**config.mk**
```make
export PLATFORM = sky130hd
export DESIGN_NAME = sliding_median_filter_core
export DESIGN_NICKNAME = d
export VERILOG_FILES = /design/src/design/smf_pkg.sv /design/src/design/sliding_median_filter_core.sv /design/src/design/smf_cell.sv
export SDC_FILE = /design/constraint.sdc
export NUM_CORES = 1
export LEC_CHECK = 0
export ABC_AREA = 0
export CORE_ASPECT_RATIO = 2
export CORE_UTILIZATION = 58
export DETAILED_ROUTE_END_ITERATION = 10
export DONT_BUFFER_PORTS = 1
export PLACE_DENSITY = 0.82
export SLEW_MARGIN = 10
export SYNTH_ARGS = -nofsm -noshare
export SYNTH_HDL_FRONTEND = slang
export SYNTH_SLANG_ARGS = --single-unit
```
**constraint.sdc**
```tcl
create_clock -name clk_i -period 3.8 [get_ports clk_i]
set_input_delay 0.76 -clock clk_i [delete_from_list [all_inputs] [get_ports clk_i]]
set_output_delay 0.76 -clock clk_i [all_outputs]
set_load 0.03 [all_outputs]
```
**src/design/smf_pkg.sv**
```systemverilog
package smf_pkg;

  localparam int SAMPLE_W     = 16;
  localparam int VALUE_W      = 17;
  localparam int CH_W         = 2;
  localparam int WINDOW_DEF   = 5;
  localparam int CHANNELS_DEF = 3;

  // APB register map: register index sits in paddr[2]
  localparam int PADDR_W = 3;
  localparam int PDATA_W = 32;
  localparam logic REG_FILTER_ENABLE = 1'b0;

  typedef struct packed {
    logic [CH_W-1:0]     channel;
    logic [SAMPLE_W-1:0] sample;
    logic                read_ok;
    logic                prime;
  } in_t;

  typedef struct packed {
    logic [VALUE_W-1:0] value_twice;
    logic               valid_res;
  } out_t;

  // what one sorting cell shows its right-hand neighbor
  typedef struct packed {
    logic [SAMPLE_W-1:0] value;
    logic                valid;
    logic                stays;
  } link_t;

endpackage

```
**src/design/sliding_median_filter_core.sv**
```systemverilog
// Channel  | Direction | Handshake              | Payload
// ---------+-----------+------------------------+---------------------------
// input    | in        | in_valid_i / in_stall_o | in_data_i  (smf_pkg::in_t)
// output   | out       | out_valid_o / out_stall_i| out_data_o (smf_pkg::out_t)
// config   | in/out    | APB psel/penable/pready | filter_enable at byte 0
//
// After acceptance a median transaction stores the sample, streams the
// channel's window through the row of sorting cells (one sample a cycle) and
// loads the output register before the next input can be taken. Pass-through
// and invalid results go from acceptance straight to the output register load.
// Reset clears every window entry to zero, all write slots and filter_enable.
// A stalled output holds its result; the next input is still accepted and
// processed, and waits in the done state until the output register frees up.
module sliding_median_filter_core #(
  parameter int WINDOW   = smf_pkg::WINDOW_DEF,
  parameter int CHANNELS = smf_pkg::CHANNELS_DEF
) (
  input  logic                          clk_i,
  input  logic                          rst_ni,
  // input channel
  input  logic                          in_valid_i,
  output logic                          in_stall_o,
  input  smf_pkg::in_t                  in_data_i,
  // output channel
  output logic                          out_valid_o,
  input  logic                          out_stall_i,
  output smf_pkg::out_t                 out_data_o,
  // configuration port
  input  logic                          psel,
  input  logic                          penable,
  input  logic                          pwrite,
  input  logic [smf_pkg::PADDR_W-1:0]   paddr,
  input  logic [smf_pkg::PDATA_W-1:0]   pwdata,
  output logic [smf_pkg::PDATA_W-1:0]   prdata,
  output logic                          pready
);

  localparam int IDX_W = (WINDOW > 1) ? $clog2(WINDOW) : 1;
  localparam int CI_W  = (CHANNELS > 1) ? $clog2(CHANNELS) : 1;
  localparam int MID   = WINDOW / 2;
  localparam logic [IDX_W-1:0] LAST_IDX = IDX_W'(WINDOW - 1);

  typedef enum logic [2:0] {
    ST_IDLE = 3'b001,
    ST_SORT = 3'b010,
    ST_DONE = 3'b100
  } state_e;

  state_e state_q, state_d;

  // ---------------------------------------------------------------------------
  // Configuration register
  // ---------------------------------------------------------------------------
  logic en_q;
  logic cfg_wr;

  assign pready = 1'b1;
  assign cfg_wr = psel && penable && pwrite && pready;

  always_ff @(posedge clk_i or negedge rst_ni) begin
    if (!rst_ni) begin
      en_q <= 1'b0;
    end else if (cfg_wr && (paddr[2] == smf_pkg::REG_FILTER_ENABLE)) begin
      en_q <= pwdata[0];
    end
  end

  always_comb begin
    prdata = '0;
    if (paddr[2] == smf_pkg::REG_FILTER_ENABLE) begin
      prdata[0] = en_q;
    end
  end

  // ---------------------------------------------------------------------------
  // Input decode
  // ---------------------------------------------------------------------------
  logic            accept;
  logic            ch_ok;
  logic            do_store;
  logic            do_median;
  logic [CI_W-1:0] ch_idx;

  assign in_stall_o = (state_q != ST_IDLE);
  assign accept     = in_valid_i && !in_stall_o;
  assign ch_ok      = in_data_i.read_ok && (int'(in_data_i.channel) < CHANNELS);
  assign do_store   = ch_ok && (in_data_i.prime || en_q);
  assign do_median  = ch_ok && !in_data_i.prime && en_q;
  assign ch_idx     = CI_W'(in_data_i.channel);

  // ---------------------------------------------------------------------------
  // Sample windows and write slots
  // ---------------------------------------------------------------------------
  logic [smf_pkg::SAMPLE_W-1:0] win_q  [CHANNELS][WINDOW];
  logic [IDX_W-1:0]             slot_q [CHANNELS];

  always_ff @(posedge clk_i or negedge rst_ni) begin
    if (!rst_ni) begin
      for (int c = 0; c < CHANNELS; c++) begin
        slot_q[c] <= '0;
        for (int w = 0; w < WINDOW; w++) begin
          win_q[c][w] <= '0;
        end
      end
    end else if (accept && do_store) begin
      // overwrite the oldest slot, then advance and wrap
      win_q[ch_idx][slot_q[ch_idx]] <= in_data_i.sample;
      if (slot_q[ch_idx] == LAST_IDX) begin
        slot_q[ch_idx] <= '0;
      end else begin
        slot_q[ch_idx] <= slot_q[ch_idx] + 1'b1;
      end
    end
  end

  // ---------------------------------------------------------------------------
  // Sequencer
  // ---------------------------------------------------------------------------
  logic [CI_W-1:0]  ch_q;
  logic [IDX_W-1:0] idx_q;
  logic             med_q;
  smf_pkg::out_t    res_q;
  logic             out_free;

  assign out_free = !out_valid_o || !out_stall_i;

  always_comb begin
    state_d = state_q;
    case (state_q)
      ST_IDLE: begin
        if (accept) begin
          state_d = do_median ? ST_SORT : ST_DONE;
        end
      end
      ST_SORT: begin
        if (idx_q == LAST_IDX) begin
          state_d = ST_DONE;
        end
      end
      ST_DONE: begin
        if (out_free) begin
          state_d = ST_IDLE;
        end
      end
      default: state_d = ST_IDLE;
    endcase
  end

  always_ff @(posedge clk_i or negedge rst_ni) begin
    if (!rst_ni) begin
      state_q <= ST_IDLE;
      idx_q   <= '0;
    end else begin
      state_q <= state_d;
      if (accept) begin
        idx_q <= '0;
      end else if (state_q == ST_SORT) begin
        idx_q <= idx_q + 1'b1;
      end
    end
  end

  // latch the transaction's channel and pass-through result
  always_ff @(posedge clk_i) begin
    if (accept) begin
      ch_q  <= ch_idx;
      med_q <= do_median;
      if (ch_ok) begin
        res_q.value_twice <= {in_data_i.sample, 1'b0};
        res_q.valid_res   <= 1'b1;
      end else begin
        res_q.value_twice <= '0;
        res_q.valid_res   <= 1'b0;
      end
    end
  end

  // ---------------------------------------------------------------------------
  // Row of sorting cells: each cycle in the sort state one window sample is
  // inserted; cells keep ascending order, so after WINDOW inserts cell k holds the (k+1)-th smallest.
  // ---------------------------------------------------------------------------
  smf_pkg::link_t               link [WINDOW];
  logic [smf_pkg::SAMPLE_W-1:0] feed;
  logic                         shift;

  assign feed  = win_q[ch_q][idx_q];
  assign shift = (state_q == ST_SORT);

  for (genvar k = 0; k < WINDOW; k++) begin : g_cell
    smf_pkg::link_t left;
    if (k == 0) begin : g_head
      assign left = '{value: '0, valid: 1'b1, stays: 1'b1};
    end else begin : g_body
      assign left = link[k-1];
    end
    smf_cell u_cell (
      .clk_i   (clk_i),
      .rst_ni  (rst_ni),
      .clear_i (accept),
      .shift_i (shift),
      .x_i     (feed),
      .left_i  (left),
      .link_o  (link[k])
    );
  end

  // doubled median: twice the middle, or the sum of the two middle values
  logic [smf_pkg::VALUE_W-1:0] median2;
  if ((WINDOW % 2) == 0) begin : g_even
    assign median2 = {1'b0, link[MID-1].value} + {1'b0, link[MID].value};
  end else begin : g_odd
    assign median2 = {link[MID].value, 1'b0};
  end

  // ---------------------------------------------------------------------------
  // Output register
  // ---------------------------------------------------------------------------
  logic          out_valid_q;
  smf_pkg::out_t out_q;

  always_ff @(posedge clk_i or negedge rst_ni) begin
    if (!rst_ni) begin
      out_valid_q <= 1'b0;
    end else if ((state_q == ST_DONE) && out_free) begin
      out_valid_q <= 1'b1;
    end else if (!out_stall_i) begin
      out_valid_q <= 1'b0;
    end
  end

  always_ff @(posedge clk_i) begin
    if ((state_q == ST_DONE) && out_free) begin
      if (med_q) begin
        out_q.value_twice <= median2;
        out_q.valid_res   <= 1'b1;
      end else begin
        out_q <= res_q;
      end
    end
  end

  assign out_valid_o = out_valid_q;
  assign out_data_o  = out_q;

endmodule

```
**src/design/smf_cell.sv**
```systemverilog
module smf_cell (
  input  logic                          clk_i,
  input  logic                          rst_ni,
  input  logic                          clear_i,
  input  logic                          shift_i,
  input  logic [smf_pkg::SAMPLE_W-1:0]  x_i,
  input  smf_pkg::link_t                left_i,
  output smf_pkg::link_t                link_o
);

  logic [smf_pkg::SAMPLE_W-1:0] value_q;
  logic                         valid_q;
  logic                         stays;

  // a filled cell holding a value no larger than x keeps it
  assign stays = valid_q && (value_q <= x_i);

  always_ff @(posedge clk_i) begin
    if (shift_i && !stays) begin
      value_q <= left_i.stays ? x_i : left_i.value;
    end
  end

  always_ff @(posedge clk_i or negedge rst_ni) begin
    if (!rst_ni) begin
      valid_q <= 1'b0;
    end else if (clear_i) begin
      valid_q <= 1'b0;
    end else if (shift_i && !stays) begin
      valid_q <= left_i.stays | left_i.valid;
    end
  end

  assign link_o = '{value: value_q, valid: valid_q, stays: stays};

endmodule

```
# Yosys cells after proc, flatten, opt, wreduce, memory -nomap -nowiden
# Cells that the tools add are included.
[totals]
ff_bits = 347
in_bits = 62
output_inout_bits = 53
[op_classes]
n_addsub = 2
order_cmp = 10
n_eq_ne = 10
n_mux = 38
n_bitwise = 9
reduce_logical = 32
[op_table]
columns = ["cell", "count"]
rows = [
  ["$bwmux 240", 1],
  ["$mux 80", 3],
  ["$bmux 80 s2", 1],
  ["$demux 80 s2", 1],
  ["$mux 16", 5],
  ["$bmux 16 s3", 1],
  ["$demux 16 s3", 1],
  ["$le 16x16->1", 3],
  ["$mux 3", 9],
  ["$logic_and 1x1->1", 18],
  ["$mux 18", 1],
  ["$mux 1", 10],
  ["$and 9x9->9", 1],
  ["$bwmux 9", 1],
  ["$eq 3x3->1 const B", 3],
  ["$mux 9", 1],
  ["$not 9->9", 1],
  ["$pmux 3 s3", 1],
  ["$ge 4x4->1 const B", 2],
  ["$not 3->4", 2],
  ["$reduce_bool 2->1", 4],
  ["$logic_not 1->1", 7],
  ["$add 3x1->3 const B", 2],
  ["$bmux 3 s2", 1],
  ["other kinds (15)", 21],
]

# Longest topological paths before layout
[depth]
ltp_word = 13
ltp_mapped = 16
ltp_nobuf = 13

# By module
# From an unflattened synthesis, not the netlist that was laid out.
[hier_totals]
hier_cells = 1282
area_unflattened_um2 = 17536.8
[modules_own_cells]
columns = ["mod", "instances", "cells_each", "area_each_um2"]
rows = [
  ["sliding_median_filter_core", 1, 985, 14012.2],
  ["smf_cell", 3, 99, 1174.9],
]

# Worst setup path before layout
# OpenSTA, ideal clock, no wires.
[synth_timing]
path_kind = "register to register"
startpoint = "register idx_q[1]"
endpoint = "register g_cell[1].u_cell.value_q[0] (netlist bit), enable pin"
setup_ns = 0.374
t_arrival_ns = 3.635
required_ns = 3.426
path_slack_ns = -0.209
path_stages_with_launch = 16
cell_sequence = "dfrtp_1 buf_2 inv_2 and3_1 buf_1 clkbuf_1 a22oi_1 o21ai_1 inv_1 ha_1 nand4_1 nor4_1 nand2_1 a31oi_2 buf_2 and2_1"
[synth_via]
elab_chain_cells = 8
[synth_rtl]
columns = ["item", "line_no", "text"]
rows = [
  ["from (decl)", "sliding_median_filter_core.sv:120", "logic [IDX_W-1:0] idx_q;"],
  ["from (signal assigned)", "sliding_median_filter_core.sv:158", "idx_q <= idx_q + 1'b1;"],
  ["$not 3->4 (not written as such)", "sliding_median_filter_core.sv:186", "assign feed = win_q[ch_q][idx_q];"],
  ["$bmux 16 s3", "sliding_median_filter_core.sv:186", ""],
  ["$mux 16 (not written as such) (2 in series)", "sliding_median_filter_core.sv:186", ""],
  ["net feed (one bit)", "sliding_median_filter_core.sv:183", "logic [smf_pkg::SAMPLE_W-1:0] feed;"],
  ["$le 16x16->1", "smf_cell.sv:16", "assign stays = valid_q && (value_q <= x_i);"],
  ["$logic_and 1x1->1", "smf_cell.sv:16", ""],
  ["$logic_not 1->1", "smf_cell.sv:19", "if (shift_i && !stays) begin"],
  ["$logic_and 1x1->1", "smf_cell.sv:19", ""],
  ["to (signal assigned)", "smf_cell.sv:20", "value_q <= left_i.stays ? x_i : left_i.value;"],
  ["to (decl)", "smf_cell.sv:11", "logic [smf_pkg::SAMPLE_W-1:0] value_q;"],
]
# The timed path passes the listed nets, and every way through them passes these cells. The select of a mux whose other input is x is not followed.
# A chain may end at the register's enable or synchronous reset.

# Worst setup path in the final report
[layout_timing]
startpoint = "register ch_q[1]"
endpoint = "register g_cell[1].u_cell.value_q[0] (netlist bit), enable pin"
[layout_via]
elab_chain_cells = 11
[layout_rtl]
columns = ["item", "line_no", "text"]
rows = [
  ["from (decl)", "sliding_median_filter_core.sv:119", "logic [CI_W-1:0] ch_q;"],
  ["from (signal assigned)", "sliding_median_filter_core.sv:166", "ch_q <= ch_idx;"],
  ["$not 2->3 (not written as such)", "sliding_median_filter_core.sv:186", ""],
  ["$bmux 80 s2", "sliding_median_filter_core.sv:186", ""],
  ["$mux 80 (not written as such) (2 in series)", "sliding_median_filter_core.sv:186", ""],
  ["$bmux 16 s3", "sliding_median_filter_core.sv:186", ""],
  ["$mux 16 (not written as such) (2 in series)", "sliding_median_filter_core.sv:186", ""],
  ["net feed (one bit)", "sliding_median_filter_core.sv:183", ""],
  ["$le 16x16->1", "smf_cell.sv:16", ""],
  ["$logic_and 1x1->1", "smf_cell.sv:16", ""],
  ["$logic_not 1->1", "smf_cell.sv:19", ""],
  ["$logic_and 1x1->1", "smf_cell.sv:19", ""],
]
# The timed path passes the listed nets, and every way through them passes these cells. The select of a mux whose other input is x is not followed.

==> results.toml <==
[worst_setup_path]
r2r_setup_slack_ns = 0.06
critPathMostFrequentCell = "buf_4"
cpPeakStageDelay_ns = 0.53
criticalPathCategory = "reg2reg"
path_delay_family = "buffers and inverters"
reg2reg_to = "g_cell[1].u_cell.value_q[0]$_DFFE_PP_"
start_kind = "flop"
crit_path_end_kind = "flop"
critPathRequiredTime_ns = 4.07
worstPathCellList = "buf_12, buf_6, mux4_2, mux2i_1, buf_4, o21ai_0, buf_4, ha_1, inv_1, a21oi_1, o21ai_0, buf_4, nand2_1, a31oi_4, buf_4, and2_2, buf_12"
cp.arrival_ns = 4.01
r2r_cells = 17
critPathSlowestCell = "mux4_2"
reg2reg_from = "ch_q[1]$_DFFE_PP_"
cp.buffers_inverters = 8
path_max_fanout = 16
cp.depth = 17

[timing]
setup_violations = 0
tightest_slew_ns = 1.09
hold_viol = 90
min_period_ns = 3.74
fmax_ghz = 0.267
rsz0062_at_grt = "true"
holdWs_ns = -0.0914
fin_skew_ns = 0.00970
slew_viol_final = 0
timing.slew.headroom_pct = 27.3
period_share_pct = 98.5

[cells_and_area]
final_common_cell = "mux2_2"
final_cell_mix = "mux2_2, dfrtp_1, buf_4"
drive_gt1_share_pct = 45.7
final_core_util_pct = 65.9
syn_to_final_growth_pct = 11.9
nets = 1350
antenna_cells = 0

[logic_synthesis]
synth.area.mux_share_pct = 28.7
syn_avg_cell_area_um2 = 14.7
synth_compound_area_share_pct = 4.01
ys_ff_latch = 345
synth.yosys.seq_area_share_pct = 53.3
ys_types = 66
syn-cell-area_um2 = 17000
synth_edf_count = 85
synth_top_area_cell = "dfrtp_1"
async_flop_share_pct = 75.4
synth_xor_area_share_pct = 0.103
synthAdderAreaFrac_pct = 3.83
netlist.area_leader.share_pct = 38.1
synth_top_family_by_area = "multiplexers"
yosys.area_share.simple_pct = 5.41
ys_warn_count = 0
synth_cells = 1152
synthFlopType = "dfrtp_1"
netlist_top_cells_area = "dfrtp_1, mux2_2, edfxtp_1"

[power]
p_leak_uw = 0.00871
peakVddDrop_mv = 0.477
p_per_area_nw_per_um2 = 553
p_total_uw = 10500

[placed_design]
io_buffers = 0
dp_hpwl_um = 27900
routabilityCongestion = 0.904

[global_route]
grt.overflow.total = 0
grt_start_max_net_pins = 261
grt_pass1_vias = 10800
grt_util_all_layers_pct = 28.1
grt_pass1_wl_um = 61900
antenna_found_initial = 0

[hold_path]
hp-class = "in2async"

[die]
start_util_pct = 58.9
core_um2 = 28800
ios = 115
fp.dieH_um = 244
die_w_um = 123
die_area_um2 = 30000
rows = 88

[clock_network]
h-tree-depth = 1
clk_pin_slew_ns = 0.07
clkLatencyLatePin_ns = 0.56
cts_root_buffer = "clkbuf_16"
cts_tree = "yes"
cts.sinks = 345
numCtsBuffers = 29
clockBufferDepth = 3

[route]
drc = 0
ant_nets = 0
totalWireLength_um = 40800
drt_iter0_drc = 683
met1_length_um = 13900
top_layer_used = "met4"
wl_per_cell_um = 25.2
dr.pass1.iters = 5
vias = 9879
vias_per_cell = 6.11
met2_length_um = 21900
route.met3.wl_um = 1300

[status]
outcome = "complete, but fails checks"
violations = "hold timing"

[job]
maxCapViolations = 0
[stage by stage]
| step | worst slack, ns | instances | instance area [um^2] | TNS [ns] | hold slack (ns) |
|---|---|---|---|---|---|
| after floorplan | 0.0365 | 1183 | 17100 | 0 | 0.452 |
| after global placement | 0.0537 | 1544 | 17700 | 0 | 0.465 |
| after detailed placement | -0.0186 | 1544 | 17700 | -0.416 | 0.477 |
| after CTS | 0.0150 | 1597 | 18700 | 0 | -0.120 |
| after global routing | -0.123 | 1618 | 19000 | -2.99 | -0.115 |
| final | 0.0555 | 1618 | 19000 | 0 | -0.0914 |
[worst reg2reg max path: stages (launching register included)]
cell,delay [ns]
edfxtp_1,0.38
buf_12,0.19
buf_6,0.23
mux4_2,0.54
mux2i_1,0.17
buf_4,0.15
o21ai_0,0.09
buf_4,0.19
ha_1,0.19
inv_1,0.05
a21oi_1,0.13
o21ai_0,0.19
buf_4,0.14
nand2_1,0.08
a31oi_4,0.19
buf_4,0.19
and2_2,0.19
buf_12,0.16
[worst max-delay path by stage]
stage,from,to,slack (ns)
floorplan,idx_q[1]$_DFFE_PN0P_,g_cell[1].u_cell.value_q[0]$_DFFE_PP_,0.04
global placement,ch_q[1]$_DFFE_PP_,g_cell[1].u_cell.value_q[1]$_DFFE_PP_,0.05
detailed placement,ch_q[1]$_DFFE_PP_,g_cell[1].u_cell.value_q[4]$_DFFE_PP_,-0.02
CTS,ch_q[1]$_DFFE_PP_,g_cell[1].u_cell.value_q[13]$_DFFE_PP_,0.01
global route,ch_q[1]$_DFFE_PP_,g_cell[1].u_cell.value_q[13]$_DFFE_PP_,-0.12
finish,ch_q[1]$_DFFE_PP_,g_cell[1].u_cell.value_q[0]$_DFFE_PP_,0.06
[routing by layer]
layer | up-vias | global-route usage [%]
li1 | 4329 | -
met1 | 5098 | 30.0
met2 | 308 | 49.9
met3 | 144 | 3.45
met4 | 0 | 20.7
met5 | - | 0
[registers in the layout, indices dropped and copies added, names as in the netlist]
signal,cells
g_cell.u_cell.valid_q,3
idx_q,3
ch_q,2
g_cell.u_cell.value_q,48
slot_q,9
out_valid_o,1
out_data_o,17
res_q,17
en_q,1
state_q,3
win_q,240
med_q,1
[synth_stat cells, types with 3 or more instances]
cell type  instances
mux2_2           264
dfrtp_1          259
edfxtp_1          85
ha_1              52
mux4_2            48
nand2_1           45
buf_4             35
mux2i_1           35
clkbuf_1          30
mux2_4            30
o21ai_0           30
inv_1             25
a21oi_1           24
and2_1            20
a22oi_1           17
nor2_1            16
buf_6             15
buf_2             12
nand4_1           10
o21ai_1            9
nor2_4             8
nand3_1            7
a21o_1             5
nand2_4            5
nor2_8             5
nor2b_1            5
a211oi_1           3
and3_1             3
buf_8              3
nor4_1             3
[cells by family (layout without fill, tap and decap cells)]
| group | after synthesis | count (layout) |
|---|---|---|
| other | 2 | 33 |
| xor gates and xnor gates | 2 | 2 |
| and+or+nand+nor | 146 | 147 |
| DFF | 345 | 345 |
| adders and majority gates | 52 | 52 |
| muxes | 379 | 379 |
| AOI/OAI and AO/OA | 101 | 101 |
| buffers and inverters | 125 | 199 |
[power by group]
part	switching [uW]	leakage (uW)	internal [uW]
clock	1320	0.000461	1640
sequential	359	0.00434	4370
combinational	1390	0.00391	1440
total	3070	0.00871	7450
[cell type report]
class,instances,area [um^2]
fill,1951,9830
clock buffer,48,878
multi-input combinational,714,7440
timing repair buffer,118,1020
tap,360,450
sequential,345,9060
inverter,28,110
clock inverter,5,53.8
[repair_timing]
item / in CTS / in global routing
gates resized for setup: 5 / 41
endpoints found under the hold margin: 259 / 187
pin swaps: 0 / 4
gates cloned: 0 / 3
setup buffers: 0 / 18
endpoints found under the setup margin: 42 / 81
Note: power is estimated with default switching activity, not from simulation.
